<file path="src/rtl/swq_pkg.sv">
//------------------------------------------------------------------------------
// swq_pkg
// shared constants and types of the semaphore wait queue table
//------------------------------------------------------------------------------
package swq_pkg;

    localparam int NUM_SLOTS = 16;
    localparam int NUM_PROCS = 16;
    localparam int SLOT_W    = $clog2(NUM_SLOTS);
    localparam int PROC_W    = 4;
    localparam int KEY_W     = 32;

    localparam logic [1:0] CMD_BLOCK  = 2'd0;
    localparam logic [1:0] CMD_RMHEAD = 2'd1;
    localparam logic [1:0] CMD_RMPROC = 2'd2;
    localparam logic [1:0] CMD_PEEK   = 2'd3;

    localparam logic [1:0] ST_OK       = 2'd0;
    localparam logic [1:0] ST_NOFREE   = 2'd1;
    localparam logic [1:0] ST_BADARG   = 2'd2;
    localparam logic [1:0] ST_NOTFOUND = 2'd3;

    // descriptor memory word: key, head, tail
    localparam int DESC_W = KEY_W + 2 * PROC_W;
    // process memory word: next, prev, descriptor index
    localparam int PROC_MW = 2 * PROC_W + SLOT_W;

    typedef struct packed {
        logic [KEY_W-1:0]  key;
        logic [PROC_W-1:0] head;
        logic [PROC_W-1:0] tail;
    } desc_t;

    typedef struct packed {
        logic [PROC_W-1:0] next;
        logic [PROC_W-1:0] prev;
        logic [SLOT_W-1:0] didx;
    } pent_t;

endpackage

</file>
<file path="src/rtl/swq_ram.sv">
//------------------------------------------------------------------------------
// swq_ram
// generic single port ram with registered read
//------------------------------------------------------------------------------
module swq_ram #(
    parameter int WIDTH = 8,
    parameter int DEPTH = 16
) (
    input  logic                     clk,
    input  logic                     we,
    input  logic [$clog2(DEPTH)-1:0] addr,
    input  logic [WIDTH-1:0]         wdata,
    output logic [WIDTH-1:0]         rdata
);

    logic [WIDTH-1:0] mem [DEPTH];

    always_ff @(posedge clk)
    begin
        if (we)
        begin
            mem[addr] <= wdata;
        end
        rdata <= mem[addr];
    end

endmodule

</file>
<file path="src/rtl/semaphore_wait_queue_table.sv">
//------------------------------------------------------------------------------
// semaphore_wait_queue_table
// table of semaphore descriptors each holding a fifo of blocked processes
//------------------------------------------------------------------------------
// usage:
//   input channel (valid/ready) carries command, key and proc_id; output
//   channel (out_valid/out_ready) returns status, proc_out, proc_valid, one
//   result per command transaction, in order.
//   one command is processed at a time. the key search reads the descriptor
//   ram one entry a cycle and stops at the first match, so a keyed command
//   finishes sooner when the key sits in a low entry; a rejected block goes
//   straight to the done state, and remove-process skips the search. in_ready
//   comes back as the result register is loaded, and the next command is
//   accepted from then on, even while that result waits. while the receiver
//   stalls with a result still held, a finished command waits in the done
//   state until it frees.
//   reset clears in-use and blocked bits (flip-flops); ram contents are
//   don't care until written, so no clearing pass is needed.
//------------------------------------------------------------------------------
module semaphore_wait_queue_table
    import swq_pkg::*;
(
    input  logic              clk,
    input  logic              rst_n,
    input  logic              in_valid,
    output logic              in_ready,
    input  logic [1:0]        command,
    input  logic [KEY_W-1:0]  key,
    input  logic [PROC_W-1:0] proc_id,
    output logic              out_valid,
    input  logic              out_ready,
    output logic [1:0]        status,
    output logic [PROC_W-1:0] proc_out,
    output logic              proc_valid
);

    typedef enum logic [10:0] {
        S_IDLE   = 11'b00000000001,
        S_SRCH   = 11'b00000000010,
        S_SCHK   = 11'b00000000100,
        S_DECIDE = 11'b00000001000,
        S_PRD    = 11'b00000010000,
        S_PWAIT  = 11'b00000100000,
        S_DRD    = 11'b00001000000,
        S_DWAIT  = 11'b00010000000,
        S_UNLINK = 11'b00100000000,
        S_LINK2  = 11'b01000000000,
        S_DONE   = 11'b10000000000
    } state_t;

    state_t state_reg, state_next;

    logic [1:0]        cmd_reg;
    logic [KEY_W-1:0]  key_reg;
    logic [PROC_W-1:0] pid_reg;
    logic [SLOT_W:0]   idx_reg;       // scan counter
    logic              found_reg;
    logic [SLOT_W-1:0] d_reg;
    desc_t             dent_reg;
    pent_t             pent_reg;      // entry of the process being unlinked
    logic [PROC_W-1:0] up_reg;        // process being unlinked
    logic [1:0]        st_reg;
    logic              pv_reg;
    logic [1:0]        step_reg;

    logic [NUM_SLOTS-1:0] in_use_reg;
    logic [NUM_PROCS-1:0] blocked_reg;

    logic              ov_reg;
    logic [1:0]        ost_reg;
    logic [PROC_W-1:0] opr_reg;
    logic              opv_reg;

    // ram ports
    logic              d_we, p_we;
    logic [SLOT_W-1:0] d_addr;
    logic [PROC_W-1:0] p_addr;
    desc_t             d_wdata, d_rdata;
    pent_t             p_wdata, p_rdata;

    swq_ram #(.WIDTH(DESC_W), .DEPTH(NUM_SLOTS)) u_desc_ram (
        .clk(clk), .we(d_we), .addr(d_addr), .wdata(d_wdata), .rdata(d_rdata)
    );

    swq_ram #(.WIDTH(PROC_MW), .DEPTH(NUM_PROCS)) u_proc_ram (
        .clk(clk), .we(p_we), .addr(p_addr), .wdata(p_wdata), .rdata(p_rdata)
    );

    // lowest free descriptor
    logic              any_free;
    logic [SLOT_W-1:0] free_idx;
    always_comb
    begin
        any_free = 1'b0;
        free_idx = '0;
        for (int i = NUM_SLOTS - 1; i >= 0; i--)
        begin
            if (!in_use_reg[i])
            begin
                any_free = 1'b1;
                free_idx = SLOT_W'(i);
            end
        end
    end

    logic out_free;
    assign out_free  = !ov_reg || out_ready;
    assign in_ready  = (state_reg == S_IDLE);
    assign out_valid = ov_reg;
    assign status    = ost_reg;
    assign proc_out  = opr_reg;
    assign proc_valid = opv_reg;

    logic [SLOT_W-1:0] sidx;
    assign sidx = idx_reg[SLOT_W-1:0];

    // unlink case flags, from head/tail of descriptor and the process being unlinked
    logic is_h, is_t;
    assign is_h = (up_reg == dent_reg.head);
    assign is_t = (up_reg == dent_reg.tail);

    always_comb
    begin
        state_next = state_reg;
        d_we = 1'b0;
        p_we = 1'b0;
        d_addr = d_reg;
        p_addr = up_reg;
        d_wdata = dent_reg;
        p_wdata = pent_reg;
        case (state_reg)
            S_IDLE:
            begin
                p_addr = proc_id;
                if (in_valid)
                begin
                    if (command == CMD_RMPROC)
                    begin
                        state_next = S_PWAIT;
                    end
                    else if (command == CMD_BLOCK && (key == '0 || blocked_reg[proc_id]))
                    begin
                        state_next = S_DONE;
                    end
                    else
                    begin
                        state_next = S_SRCH;
                    end
                end
            end
            S_SRCH:
            begin
                d_addr = sidx;
                state_next = S_SCHK;
            end
            S_SCHK:
            begin
                // data of entry idx_reg - 1 arrives now; next read issued
                d_addr = sidx;
                if (found_reg || idx_reg == (SLOT_W+1)'(NUM_SLOTS))
                begin
                    state_next = S_DECIDE;
                end
            end
            S_DECIDE:
            begin
                state_next = S_DONE;
                if (cmd_reg == CMD_BLOCK)
                begin
                    if (!found_reg)
                    begin
                        if (any_free)
                        begin
                            d_we = 1'b1;
                            d_addr = free_idx;
                            d_wdata = '{key: key_reg, head: pid_reg, tail: pid_reg};
                            p_we = 1'b1;
                            p_addr = pid_reg;
                            p_wdata = '{next: '0, prev: '0, didx: free_idx};
                        end
                    end
                    else
                    begin
                        // append: new tail, then old tail's next link
                        d_we = 1'b1;
                        d_wdata.tail = pid_reg;
                        p_we = 1'b1;
                        p_addr = pid_reg;
                        p_wdata = '{next: '0, prev: dent_reg.tail, didx: d_reg};
                        state_next = S_PRD;
                    end
                end
                else if (found_reg && cmd_reg == CMD_RMHEAD)
                begin
                    p_addr = dent_reg.head;
                    state_next = S_DWAIT;
                end
            end
            S_PRD:
            begin
                // read old tail entry to patch its next link
                p_addr = dent_reg.tail;
                state_next = S_LINK2;
            end
            S_PWAIT:
            begin
                // process entry of proc_id arrives
                if (!blocked_reg[pid_reg] || !in_use_reg[p_rdata.didx])
                begin
                    state_next = S_DONE;
                end
                else
                begin
                    d_addr = p_rdata.didx;
                    state_next = S_DRD;
                end
            end
            S_DRD:
            begin
                state_next = S_UNLINK;
            end
            S_DWAIT:
            begin
                state_next = S_UNLINK;
            end
            S_UNLINK:
            begin
                // dent_reg and pent_reg are valid
                state_next = S_DONE;
                if (is_h && is_t)
                begin
                end
                else if (is_h)
                begin
                    d_we = 1'b1;
                    d_wdata.head = pent_reg.next;
                end
                else if (is_t)
                begin
                    d_we = 1'b1;
                    d_wdata.tail = pent_reg.prev;
                end
                else
                begin
                    // step 0: read prev, 1: write prev.next, 2: read next
                    // 3: write next.prev
                    case (step_reg)
                        2'd0:
                        begin
                            p_addr = pent_reg.prev;
                            state_next = S_UNLINK;
                        end
                        2'd1:
                        begin
                            p_we = 1'b1;
                            p_addr = pent_reg.prev;
                            p_wdata = p_rdata;
                            p_wdata.next = pent_reg.next;
                            state_next = S_UNLINK;
                        end
                        2'd2:
                        begin
                            p_addr = pent_reg.next;
                            state_next = S_UNLINK;
                        end
                        default:
                        begin
                            p_we = 1'b1;
                            p_addr = pent_reg.next;
                            p_wdata = p_rdata;
                            p_wdata.prev = pent_reg.prev;
                        end
                    endcase
                end
            end
            S_LINK2:
            begin
                p_we = 1'b1;
                p_addr = dent_reg.tail;
                p_wdata = p_rdata;
                p_wdata.next = pid_reg;
                state_next = S_DONE;
            end
            S_DONE:
            begin
                if (out_free)
                begin
                    state_next = S_IDLE;
                end
            end
            default:
            begin
                state_next = S_IDLE;
            end
        endcase
    end

    always_ff @(posedge clk or negedge rst_n)
    begin
        if (!rst_n)
        begin
            state_reg   <= S_IDLE;
            in_use_reg  <= '0;
            blocked_reg <= '0;
            ov_reg      <= 1'b0;
            found_reg   <= 1'b0;
            idx_reg     <= '0;
            step_reg    <= '0;
        end
        else
        begin
            state_reg <= state_next;
            if (state_reg == S_DONE && out_free)
            begin
                ov_reg <= 1'b1;
            end
            else if (out_ready)
            begin
                ov_reg <= 1'b0;
            end
            case (state_reg)
                S_IDLE:
                begin
                    if (in_valid)
                    begin
                        idx_reg   <= '0;
                        found_reg <= 1'b0;
                        step_reg  <= '0;
                    end
                end
                S_SRCH:
                begin
                    idx_reg <= idx_reg + 1'b1;
                end
                S_SCHK:
                begin
                    if (!found_reg)
                    begin
                        if (in_use_reg[sidx - 1'b1] && d_rdata.key == key_reg)
                        begin
                            found_reg <= 1'b1;
                        end
                        else if (idx_reg != (SLOT_W+1)'(NUM_SLOTS))
                        begin
                            idx_reg <= idx_reg + 1'b1;
                        end
                    end
                end
                S_DECIDE:
                begin
                    if (cmd_reg == CMD_BLOCK && (found_reg || any_free))
                    begin
                        blocked_reg[pid_reg] <= 1'b1;
                        if (!found_reg)
                        begin
                            in_use_reg[free_idx] <= 1'b1;
                        end
                    end
                end
                S_UNLINK:
                begin
                    if (!is_h && !is_t && step_reg != 2'd3)
                    begin
                        step_reg <= step_reg + 1'b1;
                    end
                    if (is_h && is_t)
                    begin
                        in_use_reg[d_reg] <= 1'b0;
                    end
                    if (state_next == S_DONE)
                    begin
                        blocked_reg[up_reg] <= 1'b0;
                    end
                end
                default:
                begin
                end
            endcase
        end
    end

    // payload and working registers
    always_ff @(posedge clk)
    begin
        case (state_reg)
            S_IDLE:
            begin
                cmd_reg <= command;
                key_reg <= key;
                pid_reg <= proc_id;
                up_reg  <= proc_id;
                st_reg  <= (command == CMD_BLOCK) ? ST_BADARG : ST_NOTFOUND;
                pv_reg  <= 1'b0;
            end
            S_SCHK:
            begin
                if (!found_reg && in_use_reg[sidx - 1'b1] && d_rdata.key == key_reg)
                begin
                    d_reg    <= sidx - 1'b1;
                    dent_reg <= d_rdata;
                end
            end
            S_DECIDE:
            begin
                if (cmd_reg == CMD_BLOCK)
                begin
                    st_reg <= (found_reg || any_free) ? ST_OK : ST_NOFREE;
                end
                else if (found_reg)
                begin
                    st_reg <= ST_OK;
                    pv_reg <= 1'b1;
                    up_reg <= dent_reg.head;
                end
            end
            S_PWAIT:
            begin
                pent_reg <= p_rdata;
                d_reg    <= p_rdata.didx;
                if (blocked_reg[pid_reg] && in_use_reg[p_rdata.didx])
                begin
                    st_reg <= ST_OK;
                    pv_reg <= 1'b1;
                end
            end
            S_DRD:
            begin
                // descriptor of the owning queue arrives
                dent_reg <= d_rdata;
            end
            S_DWAIT:
            begin
                pent_reg <= p_rdata;
            end
            default:
            begin
            end
        endcase
        if (state_reg == S_DONE && out_free)
        begin
            ost_reg <= st_reg;
            opr_reg <= pv_reg ? up_reg : '0;
            opv_reg <= pv_reg;
        end
    end

    // assertions
    a_ready_idle: assert property (@(posedge clk) disable iff (!rst_n)
        in_ready |-> state_reg == S_IDLE)
        else $error("ready outside idle");
    a_out_hold: assert property (@(posedge clk) disable iff (!rst_n)
        (out_valid && !out_ready) |=> out_valid)
        else $error("result dropped");
    a_pv_status: assert property (@(posedge clk) disable iff (!rst_n)
        (out_valid && proc_valid) |-> status == ST_OK)
        else $error("process returned with error status");
    a_done_out: assert property (@(posedge clk) disable iff (!rst_n)
        (state_reg == S_DONE && out_free) |=> out_valid)
        else $error("finished command lost");

endmodule
</file>
<file path="config.mk">
export PLATFORM = sky130hd
export DESIGN_NAME = semaphore_wait_queue_table
export DESIGN_NICKNAME = d
export VERILOG_FILES = /design/src/rtl/swq_pkg.sv /design/src/rtl/swq_ram.sv /design/src/rtl/semaphore_wait_queue_table.sv
export SDC_FILE = /design/constraint.sdc
export NUM_CORES = 1
export LEC_CHECK = 0
export BUFFER_PORTS_ARGS = -buffer_cell sky130_fd_sc_hd__clkbuf_2
export CAP_MARGIN = 20
export CORE_MARGIN = 4
export CORE_UTILIZATION = 45
export CTS_CLUSTER_DIAMETER = 30
export DETAILED_ROUTE_END_ITERATION = 10
export GPL_TIMING_DRIVEN = 0
export SYNTH_ARGS = -nofsm -noshare
export SYNTH_HDL_FRONTEND = slang
export SYNTH_SLANG_ARGS = --single-unit
export TNS_END_PERCENT = 5
</file>
<file path="constraint.sdc">
create_clock -name clk -period 5.25 [get_ports clk]
set_input_delay 0.525 -clock clk [delete_from_list [all_inputs] [get_ports clk]]
set_output_delay 0.525 -clock clk [all_outputs]
set_load 0.05 [all_outputs]
</file>
# Word-level counts from Yosys, hierarchy flattened
# Memories as Yosys holds them, arrays and structs flattened. A register that Yosys moved wholly into a read port is not among the register bits.
# Cells that the tools add are included.
# word_totals
n_memories,2
ramBits,832
out_inout_bits,9
wordCells,285
register_bits,160
# memory_table
memory,depth,width,read_ports,rd_clocked_by_memory_dff,wr,line,text
u_desc_ram.mem,16,40,1,1,1,swq_ram.sv:16,logic [WIDTH-1:0] mem [DEPTH];
u_proc_ram.mem,16,12,1,1,1,swq_ram.sv:16,
# op_classes
reduce_logical,56
magnitude_cmp,11
bitwise_logic,6
n_eq_ne,36
mux,148
n_addsub,3
# op_table
op,n
$mux 11,13
$mux 4,35
$mux 40,3
$pmux 11 s10,1
$mux 16,5
$pmux 40 s2,1
$mux 12,6
$pmux 16 s2,2
$mux 1,48
$mux 36,1
$pmux 12 s3,1
$lt 4x5->1 const B,7
$and 16x16->16,2
$eq 32x32->1,1
$logic_not 32->1,1
$mux 32,1
$not 16->16,2
$or 16x16->16,2
$ne 2x2->1 const B,14
$pmux 12 s2,1
$eq 11x11->1 const B,2
$mux 5,4
$bmux 1 s4,4
$demux 1 s4,4
43 further kinds,99

# Longest topological paths before layout
# depth
word_depth,24
depth_mapped,15
mapped_depth_nobuf,12

# Modules after synthesis
# From an unflattened synthesis, not the netlist that was laid out.
# hier_totals
cells_unflattened,2189
hier_area_um2,41305.9
# modules_own_cells
module,area_each_um2,instances,cells_each,seq_area_each_um2
swq_ram (u_desc_ram),24807.5,1,1042,20019.2
semaphore_wait_queue_table,8912.3,1,816,4545.6
swq_ram (u_proc_ram),7586.0,1,331,6005.8

# Worst setup path before layout
# OpenSTA, ideal clock, no wires.
# synth_timing
kind,register to register
from,register pid_reg[0]
to,memory u_desc_ram.mem[11][0] (netlist name) (enable)
t_arrival_ps,4668
setup_ps,437
stages_incl_launch_ff,13
setup_slack_ps,144
path_cell_list,edfxtp_1 -> buf_6 -> mux4_2 -> mux4_2 -> o21ai_4 -> and2_4 -> and4b_1 -> a2bb2oi_2 -> buf_6 -> buf_6 -> buf_6 -> or3_1 -> nor2_1
# synth_between
elab_chain_cells,6
# synth_rtl
element,line,text
"start, declared",semaphore_wait_queue_table.sv:55,logic [PROC_W-1:0] pid_reg;
"start signal, assigned",semaphore_wait_queue_table.sv:390,pid_reg <= proc_id;
$bmux 1 s4,semaphore_wait_queue_table.sv:208,if (!blocked_reg[pid_reg] || !in_use_reg[p_rdata.didx])
$mux 1 (implied by the code),semaphore_wait_queue_table.sv:208,
$logic_not 1->1,semaphore_wait_queue_table.sv:208,
$logic_or 1x1->1,semaphore_wait_queue_table.sv:208,
$mux 4,semaphore_wait_queue_table.sv:208,
$pmux 4 s3,semaphore_wait_queue_table.sv:131,case (state_reg)
"end, declared",swq_ram.sv:16,
# No other way between the ends. The select of a mux whose other input is x is not followed.

# Worst setup path after layout
# layout_timing
from,register state_reg[4]
to,memory u_desc_ram.mem[2][11] (netlist name) (enable)
# layout_between
elab_chain_cells,4
word_cells_on_any_way,10
classes_between,eq/ne (5); mux (4); reduce/logical (1)
# layout_rtl
element,line,text
"start, declared",semaphore_wait_queue_table.sv:51,"state_t state_reg, state_next;"
"start signal, assigned",semaphore_wait_queue_table.sv:312,state_reg <= state_next;
$eq 11x9->1 / $eq 11x4->1 (equally long branches),semaphore_wait_queue_table.sv:131,
$pmux 1 s2,semaphore_wait_queue_table.sv:131,
$mux 1,swq_ram.sv:20,if (we)
$mux 1 (implied by the code),swq_ram.sv:22,mem[addr] <= wdata;
# Parallel ways exist; a longest one is shown, timed or not.

==> flow_metrics.tcl <==
set metrics [dict create \
    end_kind "flop" \
    syn_inst 2558 \
    numCtsBuffers 196 \
    clock-sinks 1044 \
    fin_setup_tns_ps 0 \
    reg_top3 "u_desc_ram.mem x640, u_proc_ram.mem x192" \
    drtPass1Iterations 6 \
    hold_violations 0 \
    port_buffers 50 \
    dpl.hpwl_mm 74.2 \
    drv_slew 0 \
    root_buffer "clkbuf_16" \
    overflow 0 \
    r2r_start "state_reg[4]" \
    largest_register_ffs 640 \
    fin_hold_ws_ps 65.5 \
    n_fill_cell 7179 \
    path_clk_slew_ps 50 \
    syn_to_final_growth_pct 24.5 \
    grt_max_degree 33 \
    post-route-period-util 0.976 \
    cap_violations 0 \
    viasPerCell 5.78 \
    maxSlewHeadroom 0.251 \
    synth_top_area_cell "edfxtp_1" \
    final-seq-area_um2 30600 \
    synth.top_cell.area_share 0.659 \
    arrival_ps 5540 \
    crit_type "reg -> reg" \
    cp_data_required_time_ps 5660 \
    worstMarginPinSlew_ps 1120 \
    max_freq_mhz 195 \
    postPlaceCellArea_um2 45700 \
    vias 25000 \
    antenna_found_initial 0 \
    wl_mm 116 \
    syn_nets 2609 \
    layout-drive-gt1-share 0.255 \
    drt_iter0_markers 2417 \
    clock_latency_ps 790 \
    critPathLaunch "state_reg[4]" \
    grt_pass1_wl_mm 168 \
    fin_crit_ps 5120 \
    yosysUniqueCellTypes 79 \
    drc 0 \
    start_util 0.456 \
    mostFrequentLayoutCells "edfxtp_1 (940), mux2i_1 (346), clkbuf_16 (197), mux2_2 (160), o21ai_0 (90)" \
    hold_start "in_valid" \
    synth_seq_area_share 0.713 \
    final_common_cell "edfxtp_1" \
    die_w_um 317 \
    async_flop_share 0.0498 \
    coreArea_um2 93900 \
    fin_ws_ps 125 \
    hold_class "in -> reg" \
    rrSetupSlack_ps 130 \
    gp_congestion 0.925 \
    ys.flop_type "edfxtp_1" \
    synth_top_cells_by_area "edfxtp_1 (66%), mux2i_1 (8.1%), mux2_2 (4.2%), dfrtp_1 (3.0%), dfxtp_1 (2.4%)" \
    synth_area_um2 42800 \
    fin_worst_skew_ps 70.2 \
    grt_pass1_vias 25400 \
    synth_seq_cells 1044 \
    finalNetCount 2958 \
    worstPathMaxFanout 23 \
    pin_count 51 \
    cts_tree "yes" \
    status "complete, no violations" \
    routedWlPerCell_um 26.7 \
    synth.avg_cell_area_um2 16.7 \
    synth_edf_count 940 \
    finalSetupViolCount 0 \
    dpl_worst_slack_ps -222 \
    rsz0062_at_grt "true" \
    num_rows 112 \
    start_kind "flop" \
    cts_buffer_depth 3 \
    irDropWorstVdd_v 0.000327 \
    regMostFlops "u_desc_ram.mem" \
    yosys_warnings 0 \
    fin_area_um2 53300 \
    antenna_left 0 \
    multi_input_comb_area_um2 11700 \
    powerDensity_nw_per_um2 529 \
    leakage_nw 18.9 \
    htreeDepth 4 \
    grt_util_all_layers 0.230 \
    fp.dieArea_um2 100000 \
    die_h_um 317 \
]
==> cell type report <==
type / instances / area share
clock inverter: 137 / 0.0374
tap: 1254 / 0.0294
multi-input combinational: 1368 / 0.219
buffer: 126 / 0.0136
inverter: 21 / 0.00148
sequential: 1044 / 0.573
clock buffer: 234 / 0.0964
timing repair buffer: 150 / 0.0297
antenna: 1 / 0.0000469
==> logic make-up (layout without fill, tap and decap cells) <==
family	count (synthesis)	in the layout	share of synthesized area
other	0	1	0
adders and majority gates	9	9	0.00263
muxes	560	560	0.142
buffers and inverters	147	668	0.0185
xor gates and xnor gates	49	49	0.0100
DFF	1044	1044	0.713
AOI/OAI and AO/OA	370	370	0.0614
and+or+nand+nor	379	380	0.0517
==> per-layer routing <==
metal | GRT usage | routed length (µm) | vias up
met5 | 0 | 0 | -
met4 | 0.0838 | 3670 | 0
met3 | 0.0452 | 7900 | 231
met2 | 0.379 | 55800 | 1025
met1 | 0.306 | 48200 | 12800
li1 | - | - | 10900
==> power by group <==
| part | switching (mW) | total, mW | internal [mW] |
|---|---|---|---|
| clock network | 4.43 | 13.2 | 8.75 |
| logic | 3.18 | 5.19 | 2.01 |
| registers | 0.333 | 9.85 | 9.52 |
==> through the flow <==
| stage | cells | power (mW) | utilization |
|---|---|---|---|
| 3_5_place_dp | 3916 | 15.1 | 0.486 |
| 3_3_place_gp | 3862 | 15.0 | 0.476 |
| 2_1_floorplan | 2558 | 13.3 | - |
| 6_report | 4335 | 28.2 | 0.568 |
| 4_1_cts | 4327 | 28.4 | 0.567 |
| 5_1_grt | 4334 | 29.2 | 0.568 |
==> worst paths after layout <==
path,cells after the start,endpoint
max,12,u_desc_ram.mem[2][11]
min,3,state_reg[1]
min reg2reg,0,dent_reg[3]
max reg2reg,12,u_desc_ram.mem[2][11]
min in group asynchronous,2,out_valid
max in group asynchronous,3,in_use_reg[13]
==> timing repair <==
action                                  4_1_cts  5_1_grt
setup buffers                                 1        0
endpoints found under the setup margin      291      101
pin swaps                                     2        0
hold buffers                                 38        0
gates cloned                                  1        0
hold endpoints to repair                     60        0
resized for setup                             6       11
==> Yosys cell counts, types with 8 or more instances <==
cell type	n
edfxtp_1	940
mux2i_1	346
mux2_2	160
o21ai_0	103
nor2_1	92
nand2_1	86
a22o_1	84
clkbuf_1	63
o22ai_1	63
dfxtp_1	52
dfrtp_1	51
nor4_2	41
xor2_1	37
mux2_1	33
a21oi_1	29
nand4_1	27
buf_2	22
buf_6	22
inv_1	21
o22ai_2	20
nor4_1	19
mux4_2	18
nand3_1	17
a22oi_1	16
nor2b_1	16
nor3_1	16
xnor2_1	12
nand2b_1	10
buf_1	9
ha_1	9
buf_4	8
or3_1	8
==> worst max-delay path, cell delays in order, from the launching register on <==
cell and delay [ps]:
dfrtp_1 360, clkbuf_1 220, nor4_4 480, and4_1 250, clkbuf_1 330, clkbuf_1 580
nand2_1 280, nor2_2 410, a21oi_1 240, nor2_1 150, nand2_1 270, nor2_4 840
buf_12 310
(Power assumes the default switching activity.)
